### config.mk
export PLATFORM = sky130hd
export DESIGN_NAME = integer_to_ascii_formatter_top
export DESIGN_NICKNAME = d
export VERILOG_FILES = /design/src/rtl/core/ita_pkg.sv /design/src/rtl/core/integer_to_ascii_formatter_top.sv /design/src/rtl/core/ita_ctrl.sv /design/src/rtl/core/ita_dp.sv
export SDC_FILE = /design/constraint.sdc
export NUM_CORES = 1
export LEC_CHECK = 0
export ABC_AREA = 1
export BUFFER_PORTS_ARGS = -buffer_cell sky130_fd_sc_hd__buf_4
export CAP_MARGIN = 20
export CORE_MARGIN = 10
export CORE_UTILIZATION = 54
export DETAILED_ROUTE_END_ITERATION = 7
export PLACE_DENSITY_LB_ADDON = 0.15
export REMOVE_ABC_BUFFERS = 1
export SLEW_MARGIN = 30
export SYNTH_ARGS = -nofsm -noshare
export SYNTH_HDL_FRONTEND = slang
export SYNTH_SLANG_ARGS = --single-unit
### constraint.sdc
create_clock -name clk -period 3.7 [get_ports clk]
set_clock_uncertainty 0.05 [all_clocks]
set_input_delay 0.185 -clock clk [delete_from_list [all_inputs] [get_ports clk]]
set_output_delay 0.185 -clock clk [all_outputs]
set_load 0.05 [all_outputs]
### src/rtl/core/ita_pkg.sv
// shared types, constants and helpers for the integer to ascii formatter
`default_nettype none
package ita_pkg;

	localparam int unsigned ValueW   = 64;
	localparam int unsigned MagW     = 32;
	localparam int unsigned CharW    = 7;
	localparam int unsigned CountW   = 31;
	localparam int unsigned DigitW   = 4;
	localparam int unsigned HexDigs  = ValueW / DigitW;
	localparam int unsigned DecDigs  = 10;
	localparam int unsigned IdxW     = $clog2(HexDigs);
	localparam int unsigned BitCntW  = $clog2(MagW);

	localparam logic [CountW-1:0] CountMax = {CountW{1'b1}};
	localparam logic [IdxW-1:0]   HexTop   = IdxW'(HexDigs - 1);
	localparam logic [IdxW-1:0]   DecTop   = IdxW'(DecDigs - 1);
	localparam logic [BitCntW-1:0] BitLast = BitCntW'(MagW - 1);

	localparam logic [CharW-1:0] ChZero  = 7'h30;
	localparam logic [CharW-1:0] ChLowA  = 7'h61;
	localparam logic [CharW-1:0] ChUpA   = 7'h41;
	localparam logic [CharW-1:0] ChMinus = 7'h2d;

	typedef enum logic [1:0] {
		MODE_SDEC = 2'd0,
		MODE_UDEC = 2'd1,
		MODE_HEXL = 2'd2,
		MODE_HEXU = 2'd3
	} mode_t;

	typedef enum logic [1:0] {
		ST_IDLE,
		ST_CONV,
		ST_SIGN,
		ST_EMIT
	} state_t;

	typedef struct packed {
		logic [1:0]        mode;
		logic [ValueW-1:0] value;
	} in_t;

	typedef struct packed {
		logic [CharW-1:0]  char_code;
		logic              last_char;
		logic [CountW-1:0] total_count;
	} out_t;

	// controller to datapath
	typedef struct packed {
		logic load;
		logic conv;
		logic emit_sign;
		logic emit_digit;
		logic skip;
	} cmd_t;

	// datapath to controller
	typedef struct packed {
		logic slot_free;
		logic digit_zero;
		logic idx_zero;
		logic started;
		logic neg;
	} status_t;

	// ascii code of one digit
	function automatic logic [CharW-1:0] digit_char(input logic [DigitW-1:0] d,
		input logic upper);
		logic [CharW-1:0] base;
		base = upper ? ChUpA : ChLowA;
		if (d < 4'd10) begin
			digit_char = ChZero + CharW'(d);
		end else begin
			digit_char = base + CharW'(d - 4'd10);
		end
	endfunction

endpackage
`default_nettype wire

### src/rtl/core/integer_to_ascii_formatter_top.sv
// top level of the integer to ascii formatter
`default_nettype none
// Formats one number per input transaction as ASCII text, most significant
// character first with leading zeros dropped, one character per output
// transaction; last_char marks the final character and total_count is the
// saturating count of characters sent since reset. Decimal modes accept the
// number, run shift-add-3 conversion (one value bit per cycle), send a minus
// sign if the value is negative, then step through the digit positions from
// the tenth digit down (leading zero positions are stepped over but send
// nothing). Hex modes step through the sixteen nibble positions in the same
// way. Back-pressure on the output stalls the sign and digit steps. The final
// character sits in the output register while the next number is accepted.
module integer_to_ascii_formatter_top
	import ita_pkg::*;
(
	input  wire logic clk,
	input  wire logic arst_n,
	input  wire logic in_valid,
	output logic      in_ready,
	input  wire in_t  in_data,
	output logic      out_valid,
	input  wire logic out_ready,
	output out_t      out_data
);

	cmd_t    cmd;
	status_t sts;

	ita_ctrl u_ctrl (
		.clk      (clk),
		.arst_n   (arst_n),
		.in_valid (in_valid),
		.in_ready (in_ready),
		.in_mode  (in_data.mode),
		.sts      (sts),
		.cmd      (cmd)
	);

	ita_dp u_dp (
		.clk       (clk),
		.arst_n    (arst_n),
		.in_data   (in_data),
		.cmd       (cmd),
		.sts       (sts),
		.out_valid (out_valid),
		.out_ready (out_ready),
		.out_data  (out_data)
	);

endmodule
`default_nettype wire

### src/rtl/core/ita_ctrl.sv
// controller state machine: conversion sequencing and character emission
`default_nettype none
module ita_ctrl
	import ita_pkg::*;
(
	input  wire logic    clk,
	input  wire logic    arst_n,
	input  wire logic    in_valid,
	output logic         in_ready,
	input  wire logic [1:0] in_mode,
	input  wire status_t sts,
	output cmd_t         cmd
);

	state_t state_q, state_nxt;
	logic [BitCntW-1:0] bit_cnt_q;
	logic in_is_dec;

	assign in_is_dec = (in_mode == MODE_SDEC) || (in_mode == MODE_UDEC);

	// state and bit counter
	always_ff @(posedge clk or negedge arst_n) begin
		if (!arst_n) begin
			state_q   <= ST_IDLE;
			bit_cnt_q <= '0;
		end else begin
			state_q <= state_nxt;
			if (state_q == ST_CONV) begin
				bit_cnt_q <= bit_cnt_q + 1'b1;
			end else begin
				bit_cnt_q <= '0;
			end
		end
	end

	// next state
	always_comb begin
		state_nxt = state_q;
		unique case (state_q)
			ST_IDLE: begin
				if (in_valid) begin
					state_nxt = in_is_dec ? ST_CONV : ST_EMIT;
				end
			end
			ST_CONV: begin
				if (bit_cnt_q == BitLast) begin
					state_nxt = sts.neg ? ST_SIGN : ST_EMIT;
				end
			end
			ST_SIGN: begin
				if (sts.slot_free) begin
					state_nxt = ST_EMIT;
				end
			end
			ST_EMIT: begin
				if (sts.slot_free && sts.idx_zero) begin
					state_nxt = ST_IDLE;
				end
			end
			default: state_nxt = ST_IDLE;
		endcase
	end

	// outputs
	always_comb begin
		cmd      = '0;
		in_ready = 1'b0;
		unique case (state_q)
			ST_IDLE: begin
				in_ready = 1'b1;
				cmd.load = in_valid;
			end
			ST_CONV: begin
				cmd.conv = 1'b1;
			end
			ST_SIGN: begin
				cmd.emit_sign = sts.slot_free;
			end
			ST_EMIT: begin
				// leading zero positions are dropped, the units digit never is
				if (!sts.started && sts.digit_zero && !sts.idx_zero) begin
					cmd.skip = 1'b1;
				end else begin
					cmd.emit_digit = sts.slot_free;
				end
			end
			default: cmd = '0;
		endcase
	end

endmodule
`default_nettype wire

### src/rtl/core/ita_dp.sv
// datapath: magnitude, shift-add-3 bcd conversion, digit select, output register
`default_nettype none
module ita_dp
	import ita_pkg::*;
(
	input  wire logic clk,
	input  wire logic arst_n,
	input  wire in_t  in_data,
	input  wire cmd_t cmd,
	output status_t   sts,
	output logic      out_valid,
	input  wire logic out_ready,
	output out_t      out_data
);

	logic              upper_q;
	logic              neg_q;
	logic [MagW-1:0]   mag_q;
	logic [ValueW-1:0] dig_q;
	logic [IdxW-1:0]   idx_q;
	logic              started_q;
	logic              out_valid_q;
	out_t              out_q;
	logic [CountW-1:0] count_q;

	logic              in_hex;
	logic              in_neg;
	logic [MagW-1:0]   in_low;
	logic [DigitW-1:0] cur_digit;
	logic [DecDigs*DigitW-1:0] bcd_adj;
	logic [CountW-1:0] count_nxt;
	logic              emit;

	assign in_hex = (in_data.mode == MODE_HEXL) || (in_data.mode == MODE_HEXU);
	assign in_low = in_data.value[MagW-1:0];
	assign in_neg = (in_data.mode == MODE_SDEC) && in_low[MagW-1];

	assign cur_digit = dig_q[{idx_q, 2'b00} +: DigitW];

	// add three to every bcd digit of five or more before the shift
	always_comb begin
		for (int i = 0; i < DecDigs; i++) begin
			if (dig_q[i*DigitW +: DigitW] >= 4'd5) begin
				bcd_adj[i*DigitW +: DigitW] = dig_q[i*DigitW +: DigitW] + 4'd3;
			end else begin
				bcd_adj[i*DigitW +: DigitW] = dig_q[i*DigitW +: DigitW];
			end
		end
	end

	assign emit      = cmd.emit_sign || cmd.emit_digit;
	assign count_nxt = (count_q == CountMax) ? count_q : count_q + 1'b1;

	// control registers
	always_ff @(posedge clk or negedge arst_n) begin
		if (!arst_n) begin
			out_valid_q <= 1'b0;
			count_q     <= '0;
			started_q   <= 1'b0;
			idx_q       <= '0;
		end else begin
			if (emit) begin
				out_valid_q <= 1'b1;
				count_q     <= count_nxt;
			end else if (out_ready) begin
				out_valid_q <= 1'b0;
			end
			if (cmd.load) begin
				started_q <= 1'b0;
				idx_q     <= in_hex ? HexTop : DecTop;
			end else if (cmd.emit_digit) begin
				started_q <= 1'b1;
				idx_q     <= idx_q - 1'b1;
			end else if (cmd.skip) begin
				idx_q <= idx_q - 1'b1;
			end
		end
	end

	// number registers
	always_ff @(posedge clk) begin
		if (cmd.load) begin
			upper_q <= (in_data.mode == MODE_HEXU);
			neg_q   <= in_neg;
			mag_q   <= in_neg ? (~in_low + 1'b1) : in_low;
			dig_q   <= in_hex ? in_data.value : '0;
		end else if (cmd.conv) begin
			dig_q <= {{(ValueW - DecDigs*DigitW){1'b0}},
				bcd_adj[DecDigs*DigitW-2:0], mag_q[MagW-1]};
			mag_q <= {mag_q[MagW-2:0], 1'b0};
		end
	end

	// output transaction register
	always_ff @(posedge clk) begin
		if (emit) begin
			out_q.char_code   <= cmd.emit_sign ? ChMinus : digit_char(cur_digit, upper_q);
			out_q.last_char   <= cmd.emit_digit && (idx_q == '0);
			out_q.total_count <= count_nxt;
		end
	end

	assign out_valid = out_valid_q;
	assign out_data  = out_q;

	assign sts.slot_free  = !out_valid_q || out_ready;
	assign sts.digit_zero = (cur_digit == '0);
	assign sts.idx_zero   = (idx_q == '0);
	assign sts.started    = started_q;
	assign sts.neg        = neg_q;

endmodule
`default_nettype wire
==> results of run 1 <==
-- routing by layer --
layer / wire [µm] / vias up / global-route usage (%)
met5: 0 / - / 0
met4: 432 / 0 / 6.04
met3: 1900 / 32 / 4.37
met2: 13200 / 298 / 34.9
met1: 11600 / 4366 / 25.7
li1: - / 4701 / -
-- path summary, 6_finish.rpt --
path | endpoint | slack (ns) | cells after the start
min in group asynchronous | u_ctrl.bit_cnt_q[2] | 0.24 | 2
hold / removal | u_dp.dig_q[54] | -0.003 | 3
setup reg to reg | u_dp.out_data[25] | 0.70 | 14
max in group asynchronous | u_dp.count_q[19] | 2.93 | 2
hold reg to reg | u_ctrl.bit_cnt_q[0] | 0.42 | 1
setup / recovery | u_dp.out_data[25] | 0.70 | 14
-- per-stage QoR --
step / setup TNS, ns / cells / util [%]
2_1_floorplan: -187.31 / 1322 / -
3_3_place_gp: 0 / 1708 / 60.7
3_5_place_dp: 0 / 1708 / 60.7
4_1_cts: 0 / 1749 / 64.2
5_1_grt: 0 / 1749 / 64.2
6_report: 0 / 1749 / 64.2
-- synth_stat cells, types with 2 or more instances --
| cell | instances |
|---|---|
| nand3_1 | 161 |
| o21ai_0 | 87 |
| buf_4 | 4 |
| nor3b_1 | 2 |
| inv_1 | 188 |
| o21ai_2 | 2 |
| nor2_1 | 134 |
| o31ai_1 | 4 |
| o211ai_1 | 5 |
| nor4_1 | 2 |
| edfxtp_1 | 137 |
| dfrtp_1 | 44 |
| a32o_1 | 6 |
| nand2_4 | 2 |
| a21oi_1 | 26 |
| nor3_1 | 22 |
| nor2_4 | 2 |
| xnor2_1 | 3 |
| o22ai_1 | 10 |
| inv_2 | 2 |
| or2_2 | 9 |
| ha_1 | 36 |
| nand2_2 | 4 |
| buf_6 | 10 |
| o2bb2ai_1 | 5 |
| buf_1 | 4 |
| nor3_2 | 2 |
| xor2_1 | 26 |
| a31oi_1 | 2 |
| clkbuf_1 | 18 |
| nand4_1 | 12 |
| nand2_1 | 369 |
| buf_2 | 9 |
| or2_1 | 2 |
| o32ai_1 | 5 |
| nand3b_1 | 4 |
-- cell type report --
class                      instances  area (µm²)  area share [%]
clock inverter                    14         173            1.37
multi-input combinational        949        4720            37.4
sequential                       181        5220            41.3
tap                              265         332            2.63
clock buffer                      18         429            3.40
inverter                         192         723            5.73
timing repair buffer             130        1020            8.11
-- worst reg2reg max path: stages, from the launching register on --
cell and delay, ns:
dfrtp_1 0.60, inv_2 0.20, nor2_4 0.21, nand2_1 0.08
nor2_1 0.09, nor2_1 0.05, nand2_1 0.05, nand2_1 0.08
inv_1 0.17, ha_1 0.17, nand3_1 0.08, nor2_2 0.15
nand2_2 0.08, nand2_4 0.07, nand2_4 0.41
-- flip-flops by register name (all words and copies together), names as in the netlist --
register / cells
u_dp.idx_q: 4
u_ctrl.state_q: 2
u_dp.count_q: 31
u_dp.out_data: 39
u_dp.mag_q: 32
u_dp.neg_q: 1
u_dp.upper_q: 1
u_dp.out_valid: 1
u_ctrl.bit_cnt_q: 5
u_dp.dig_q: 64
u_dp.started_q: 1
-- cells in the final DEF, fill, tap and decap left out, types with 26 or more instances in the layout --
cell / instances
dfrtp_1: 44
edfxtp_1: 137
xor2_1: 26
ha_1: 36
nand3_1: 161
nand2_1: 367
buf_4: 119
a21oi_1: 26
nor2_1: 133
o21ai_0: 87
inv_1: 188
-- power groups by stage --
stage | clock [mW] | combinational [mW] | sequential (mW)
2_1_floorplan | 0 | 3.08 | 4.64
4_1_cts | 1.89 | 5.24 | 4.00
3_3_place_gp | 0 | 5.08 | 4.02
5_1_grt | 1.98 | 5.86 | 4.09
6_report | 1.87 | 5.22 | 4.00
3_5_place_dp | 0 | 5.18 | 4.03
-- kinds of logic after synthesis --
kind of cell / count (synthesis) / synth area share (%)
xor+xnor: 29 / 2.33
fa+ha+maj: 36 / 4.13
compound gates: 155 / 8.22
flops: 181 / 47.8
buf+inv: 237 / 9.10
simple gates: 729 / 28.5
==> impl_metrics.yaml, run 1 <==
grt:
  antenna_found_initial: 0
  grt_pass1_wl_um: 43900
  overflow: 0
  grt_max_degree: 81
  gr-usage-all-layers_pct: 20.5
  first_global_vias: 8948
critical_path:
  crit_path_start_kind: "flop"
  cp_max_fo: 70
  slowest_delay_ns: 0.60
  critical_path_buf_inv_count: 2
  worst_path_most_repeated_cell: "nand2_1"
  cp.required_ns: 3.67
  reg2reg_from: "u_dp.idx_q[1]"
  crit_arrival_ns: 2.97
  path_cells: "inv_2 > nor2_4 > nand2_1 > nor2_1 > nor2_1 > nand2_1 > nand2_1 > inv_1 > ha_1 > nand3_1 > nor2_2 > nand2_2 > nand2_4 > nand2_4"
  path_delay_family: "simple AND/OR/NAND/NOR gates"
  setup.worst_path.start: "u_dp.idx_q[1]"
  crit_path_end_kind: "flop"
  cp_slowest_cell: "dfrtp_1"
  worstSetupPathType: "flop to flop"
routing:
  route.detailed.drc: 0
  route.vias.total: 9397
  first_iter_violations: 653
  drt_first_pass_iters: 6
  viasPerCell: 5.37
  wl_um: 27200
  ant_nets: 0
  post_drt_wl_per_cell_um: 15.6
power_and_ir_drop:
  p_per_area_mw_per_mm2: 880
  power.total_mw: 11.1
  switching_share_pct: 43.9
  p_switching_mw: 4.87
  power_frac_seq_pct: 36.1
  internal_power_mw: 6.23
  p_leak_nw: 5.93
  pwr-share-comb_pct: 47.1
  ir_drop_mv: 0.497
  pwr-share-clk_pct: 16.9
cells_and_area:
  drive_gt1_share_pct: 12.1
  final_nets: 1577
  n_fill_cell: 1704
  stdcell_area_mm2: 0.0126
  diodes: 0
  syn_to_final_growth_pct: 15.6
yosys:
  ys_ff_latch: 181
  async_reset_ff_share_pct: 24.3
  synth_top_cells_by_area: "edfxtp_1 (38%), nand2_1 (13%), dfrtp_1 (10%), nand3_1 (7.4%), inv_1 (6.5%)"
  synth_top_area_cell: "edfxtp_1"
  ys.warnings.count: 0
  seq_area_frac_synth_pct: 47.8
  syn_area_mm2: 0.0109
  synth.avg_cell_area_um2: 7.99
  synth_top_area_share_pct: 37.7
  synth-edff-count: 137
  synth_ff_type: "edfxtp_1"
  syn_inst: 1367
  netlist-cell-type-count: 43
placed_design:
  place_hpwl_um: 19600
  numPortBuffers: 110
  routabilityCongestion: 0.923
  placed_area_mm2: 0.0119
  place_ws_ns: 0.735
status:
  outcome: "complete, but fails checks"
  violations: "negative hold slack"
sta:
  slew_viol_final: 0
  final_hold_viol_count: 1
  rsz0062_at_grt: "false"
  setup_viol: 0
  max_clock_freq_mhz: 333
  period_needed_ns: 3.00
  hold_ws_ns: -0.00258
  relSlewSlack_pct: 46.1
  setup_slack_ns: 0.696
  finalCritPeriodShare_pct: 81.2
  worst_pin_slew_ns: 0.808
floorplanning:
  fp.dieW_um: 162
  ios: 111
  fp.dieArea_mm2: 0.0263
  die_h_um: 162
  start_util_pct: 55.6
  core_area_mm2: 0.0197
  rows: 51
clock_network:
  cts-htree-levels: 4
  cts_hold_buffers: 9
  cts_sinks: 181
  root_buffer: "clkbuf_16"
  clk_pin_slew_ns: 0.07
  cts_buffers: 17
  clock_path_buffers: 2
  post_cts_resized: 0
  cts_tree: "yes"
  clock_latency_ns: 0.45
  post_cts_buffers: 0
worst_hold_path:
  worstHoldStart: "in_data[54]"
  hp-class: "input pin to flop"
flow_run:
  maxCapViolCount: 0
Power figures use the tool's default switching activity.
==> run 2: changes to the inputs <==
- clock period: 3.7 -> 2.5 ns (I/O delays scaled with it)
==> run 2 against run 1 <==
- the run ends with negative setup slack left
- non-clock buffer count rose by 68
- total power up 62%
- clock power rose by 47%
- sequential power grew 48%
- combinational power grew 78%
- final cell count grew 4.0%
- die area stayed put
- global-route usage grew 1.1 points
- largest cell class unchanged
==> impl_metrics.yaml, run 2 (synthesized netlist as in run 1, its figures left out) <==
sta:
  setup_slack_ns: -0.0623
  finalCritPeriodShare_pct: 102
  max_clock_freq_mhz: 390
  rsz0062_at_grt: "true"
  fin_tns_setup_ns: -0.702
  worst_pin_slew_ns: 0.628
  hold_ws_ns: 0.00436
  period_needed_ns: 2.56
  final_hold_viol_count: 0
  slew_viol_final: 0
  setup_viol: 54
  relSlewSlack_pct: 58.1
routing:
  ant_nets: 0
  drt_first_pass_iters: 5
  route.vias.total: 9856
  post_drt_wl_per_cell_um: 16.3
  wl_um: 29700
  first_iter_violations: 771
  route.detailed.drc: 0
  viasPerCell: 5.42
cells_and_area:
  largest_reg_flops: 64
  largest_register: "u_dp.dig_q"
  drive_gt1_share_pct: 15.3
  n_fill_cell: 1665
  final_common_cell: "nand2_1"
  diodes: 0
  syn_to_final_growth_pct: 23.3
  final_cell_mix: "nand2_1 (366), inv_1 (184), nand3_1 (160)"
  utilization_pct: 68.5
  final_cells: 1819
  stdcell_area_mm2: 0.0135
  final_nets: 1647
grt:
  first_global_vias: 9391
  grt_pass1_wl_um: 46700
  antenna_found_initial: 0
  gr-usage-all-layers_pct: 21.6
  overflow: 0
  grt_max_degree: 76
clock_network:
  cts_buffers: 17
  cts-htree-levels: 4
  cts_tree: "yes"
  cts_sinks: 181
  root_buffer: "clkbuf_16"
  clock_latency_ns: 0.44
  clock_path_buffers: 2
  clk_pin_slew_ns: 0.07
flow_run:
  maxCapViolCount: 0
floorplanning:
  start_util_pct: 55.6
  rows: 51
  core_area_mm2: 0.0197
  fp.dieW_um: 162
  ios: 111
  fp.dieArea_mm2: 0.0263
  die_h_um: 162
placed_design:
  routabilityCongestion: 0.925
  place_ws_ns: 0.00813
  dp_cells: 1734
  place_hpwl_um: 20600
  numPortBuffers: 110
  placed_area_mm2: 0.0122
critical_path:
  r2r_slack_ns: -0.06
  cp-endpoint: "u_dp.out_data[37]"
  worstSetupPathType: "flop to flop"
  setup.worst_path.start: "u_dp.idx_q[0]"
  reg2reg_from: "u_dp.idx_q[0]"
  cp_max_fo: 14
  worstReg2RegEnd: "u_dp.out_data[37]"
  crit_arrival_ns: 2.70
  crit_path_end_kind: "flop"
  reg2regPathDepth: 17
  crit_path_start_kind: "flop"
  cp.required_ns: 2.64
power_and_ir_drop:
  ir_drop_mv: 0.749
  p_leak_nw: 6.33
  power.total_mw: 17.9
  p_per_area_mw_per_mm2: 1330
worst_hold_path:
  hp-class: "input pin to flop"
status:
  violations: "negative setup slack"
  outcome: "complete, but fails checks"
==> run 2: cell count changes in the layout (fill, tap and decap cells not counted), moves of 3 or more <==
cell / change
ha_1: -3
nor2_2: +3
inv_2: +3
dlygate4sd3_1: +26
inv_1: -4
o21ai_1: +3
buf_12: +9
buf_4: +28
clkbuf_16: +6
o21ai_0: -3
==> run 2: critical path, cell delays in order (launching register included) <==
cell       delay [ns]
dfrtp_2          0.54
buf_12           0.15
clkbuf_16        0.15
nor2_1           0.05
nor2_1           0.10
nor2_1           0.05
nand2_1          0.07
nand2_2          0.06
inv_1            0.09
ha_2             0.19
inv_2            0.05
ha_4             0.26
buf_4            0.10
inv_1            0.06
nor2_2           0.13
nand2_1          0.07
nand2_1          0.06
nand3_1          0.07
==> run 2: repair_timing <==
item / in CTS / in global routing
pin swaps: 1 / 8
endpoints found under the hold margin: 78 / 0
buffers inserted: 0 / 12
gates cloned: 0 / 6
setup endpoints to repair: 2 / 81
hold buffers: 35 / 0
resized for setup: 2 / 25
==> run 2: cell type report <==
class / instances / area [µm²] / share of cell area [%]
tap: 265 / 332 / 2.46
multi-input combinational: 950 / 4790 / 35.6
clock buffer: 24 / 514 / 3.82
timing repair inverter: 1 / 8.76 / 0.0650
timing repair buffer: 198 / 1790 / 13.3
inverter: 192 / 736 / 5.46
sequential: 181 / 5220 / 38.7
clock inverter: 8 / 85.1 / 0.632
==> run 2: worst min path at each step <==
stage                            from                  end  slack [ns]  depth (start not counted)
after floorplan                arst_n  u_ctrl.bit_cnt_q[0]       -0.22                          0
after global placement         arst_n  u_ctrl.bit_cnt_q[1]        0.13                          1
after detailed placement       arst_n  u_ctrl.bit_cnt_q[1]        0.12                          1
after CTS                 in_data[63]       u_dp.dig_q[63]       0.001                          3
after global routing      in_data[63]       u_dp.dig_q[63]        0.01                          3
final                     in_data[63]       u_dp.dig_q[63]       0.004                          3
==> run 2: routing by layer <==
layer / vias to the layer above / routed length, µm / global-route usage (%)
met5: - / 0 / 0
met3: 55 / 1950 / 4.10
met4: 0 / 707 / 6.78
li1: 4831 / - / -
met2: 379 / 14700 / 36.7
met1: 4591 / 12300 / 27.3
==> run 2: power breakdown <==
part | internal [mW] | switching (mW)
sequential | 5.19 | 0.724
clock | 1.56 | 1.19
combinational | 3.42 | 5.85
==> run 3: changes to the inputs <==
- BUFFER_PORTS_ARGS: -buffer_cell sky130_fd_sc_hd__buf_4 -> -buffer_cell sky130_fd_sc_hd__clkbuf_2
==> run 3 against run 2 <==
- via count up 0.53%
- final cell count up 0.33%
- total power up 0.41%
- the run still ends with negative setup slack left
- flip-flop and latch count unchanged
- critical path depth down 3
- largest cell class unchanged
==> impl_metrics.yaml, run 3 (synthesized netlist as in run 1, its figures left out) <==
routing:
  post_drt_wl_per_cell_um: 16.3
  route.vias.total: 9908
  routed-wl-met3_um: 1980
  route.detailed.drc: 0
  maxUsedRoutingLayer: "met4"
  viasPerCell: 5.43
  first_iter_violations: 749
  wl_met2_um: 14400
  wl_um: 29700
  drt_first_pass_iters: 7
  wl_met1_um: 12400
  ant_nets: 0
placed_design:
  placed_area_mm2: 0.0120
  place_hpwl_um: 20200
  routabilityCongestion: 0.929
  numPortBuffers: 110
  dp_cells: 1737
sta:
  relSlewSlack_pct: 65.1
  final_hold_viol_count: 0
  slew_viol_final: 0
  setup_slack_ns: -0.0758
  max_clock_freq_mhz: 388
  fin_tns_setup_ns: -3.92
  worst_pin_slew_ns: 0.522
  rsz0062_at_grt: "true"
  period_needed_ns: 2.58
  setup_viol: 71
  finalCritPeriodShare_pct: 103
critical_path:
  worst_path_most_repeated_cell: "nand2_2"
  crit_path_end_kind: "flop"
  crit_arrival_ns: 2.74
  cp.required_ns: 2.66
  worstSetupPathType: "flop to flop"
  crit_path_start_kind: "flop"
  cp_slowest_cell: "dfrtp_4"
  slowest_delay_ns: 0.58
  cp_max_fo: 8
  path_cells: "buf_6 > clkbuf_16 > o21ai_0 > nand3_1 > nand2_2 > nand2_2 > inv_2 > ha_4 > nand3_2 > nor2_2 > nand2_2 > nand2_4 > nand2_8 > clkbuf_16"
cells_and_area:
  largest_reg_flops: 64
  final_nets: 1652
  final_common_cell: "nand2_1"
  drive_gt1_share_pct: 17.8
  syn_to_final_growth_pct: 22.4
  final_cells: 1825
  final_cell_mix: "nand2_1 (343), inv_1 (181), nand3_1 (157)"
  stdcell_area_mm2: 0.0134
  n_fill_cell: 1600
  largest_register: "u_dp.dig_q"
floorplanning:
  rows: 51
  fp.dieW_um: 162
  core_area_mm2: 0.0197
  ios: 111
  die_h_um: 162
  start_util_pct: 55.6
  fp.dieArea_mm2: 0.0263
clock_network:
  cts-htree-levels: 4
  clock_latency_ns: 0.45
  cts_buffers: 17
  cts_tree: "yes"
  clk_pin_slew_ns: 0.08
  root_buffer: "clkbuf_16"
  clock_path_buffers: 2
  cts_sinks: 181
grt:
  antenna_found_initial: 1
  grt_pass1_wl_um: 45500
  grt_max_degree: 66
  gr-usage-all-layers_pct: 21.4
  first_global_vias: 9153
  overflow: 0
worst_hold_path:
  hp-class: "input pin to flop"
status:
  outcome: "complete, but fails checks"
  violations: "negative setup slack"
power_and_ir_drop:
  ir_drop_mv: 0.785
  p_per_area_mw_per_mm2: 1350
  p_leak_nw: 6.34
flow_run:
  maxCapViolCount: 0
## run 3: changes by cell type in the layout (fill, tap and decap cells not counted), sizes merged
cell / previous run / this run
buf: 159 / 53
clkbuf: 28 / 133
inv: 194 / 201
bufinv: 1 / 0
clkinvlp: 0 / 1
diode: 0 / 1
nor2: 138 / 137
## run 3: what timing repair did
| action | CTS | global route |
|---|---|---|
| pin swaps | 1 | 22 |
| setup buffers | 0 | 9 |
| hold endpoints to repair | 47 | 0 |
| hold buffers | 35 | 0 |
| setup endpoints to repair | 18 | 79 |
| resized for setup | 2 | 62 |
| gates cloned | 0 | 11 |
## run 3: worst paths after layout
path / slack (ns) / startpoint / cells after the start / to
worst min-delay path: 0.01 / in_data[30] / 4 / u_dp.mag_q[30]
max in group asynchronous: 1.53 / arst_n / 3 / u_dp.count_q[7]
min in group asynchronous: 0.08 / arst_n / 2 / u_dp.count_q[0]
worst min register to register: 0.43 / u_ctrl.bit_cnt_q[0] / 1 / u_ctrl.bit_cnt_q[0]
worst max register to register: -0.08 / u_dp.idx_q[0] / 14 / u_dp.out_data[0]
worst max-delay path: -0.08 / u_dp.idx_q[0] / 14 / u_dp.out_data[0]
## run 3: layer usage
layer / vias to the layer above / global-route usage (%)
met2: 370 / 35.3
met1: 4612 / 27.3
met5: - / 0
li1: 4863 / -
met4: 0 / 7.86
met3: 63 / 4.15
## run 3: layout make-up
class / count / area, µm² / share of cell area [%]
clock inverter: 14 / 135 / 1.01
timing repair inverter: 2 / 17.5 / 0.131
tap: 265 / 332 / 2.48
sequential: 181 / 5220 / 39.0
clock buffer: 18 / 439 / 3.29
inverter: 192 / 733 / 5.48
timing repair buffer: 203 / 1570 / 11.8
antenna: 1 / 2.50 / 0.0187
multi-input combinational: 949 / 4920 / 36.8
## run 3: metrics by stage
stage	hold slack [ns]	total power, mW	util (%)	setup slack (ns)
3_5_place_dp	0.0226	13.9	60.8	-0.0298
5_1_grt	0.0234	19.3	68.0	-0.173
6_report	0.0143	18.0	68.0	-0.0758
2_1_floorplan	-0.221	11.3	-	-2.73
4_1_cts	0.00497	16.7	65.6	0.000986
3_3_place_gp	0.0167	13.8	60.8	0.0784
## run 3: critical path, delay by kind of cell (launching register included)
kind / cells / cell delay (ns)
and+or+nand+nor: 8 / 0.83
buffers and inverters: 4 / 0.59
DFF: 1 / 0.58
AOI/OAI and AO/OA: 1 / 0.16
adders and majority gates: 1 / 0.13
## run 3: report_power, final
part	internal [mW]	switching [mW]
sequential	5.20	0.705
combinational	3.42	6.05
clock	1.35	1.30
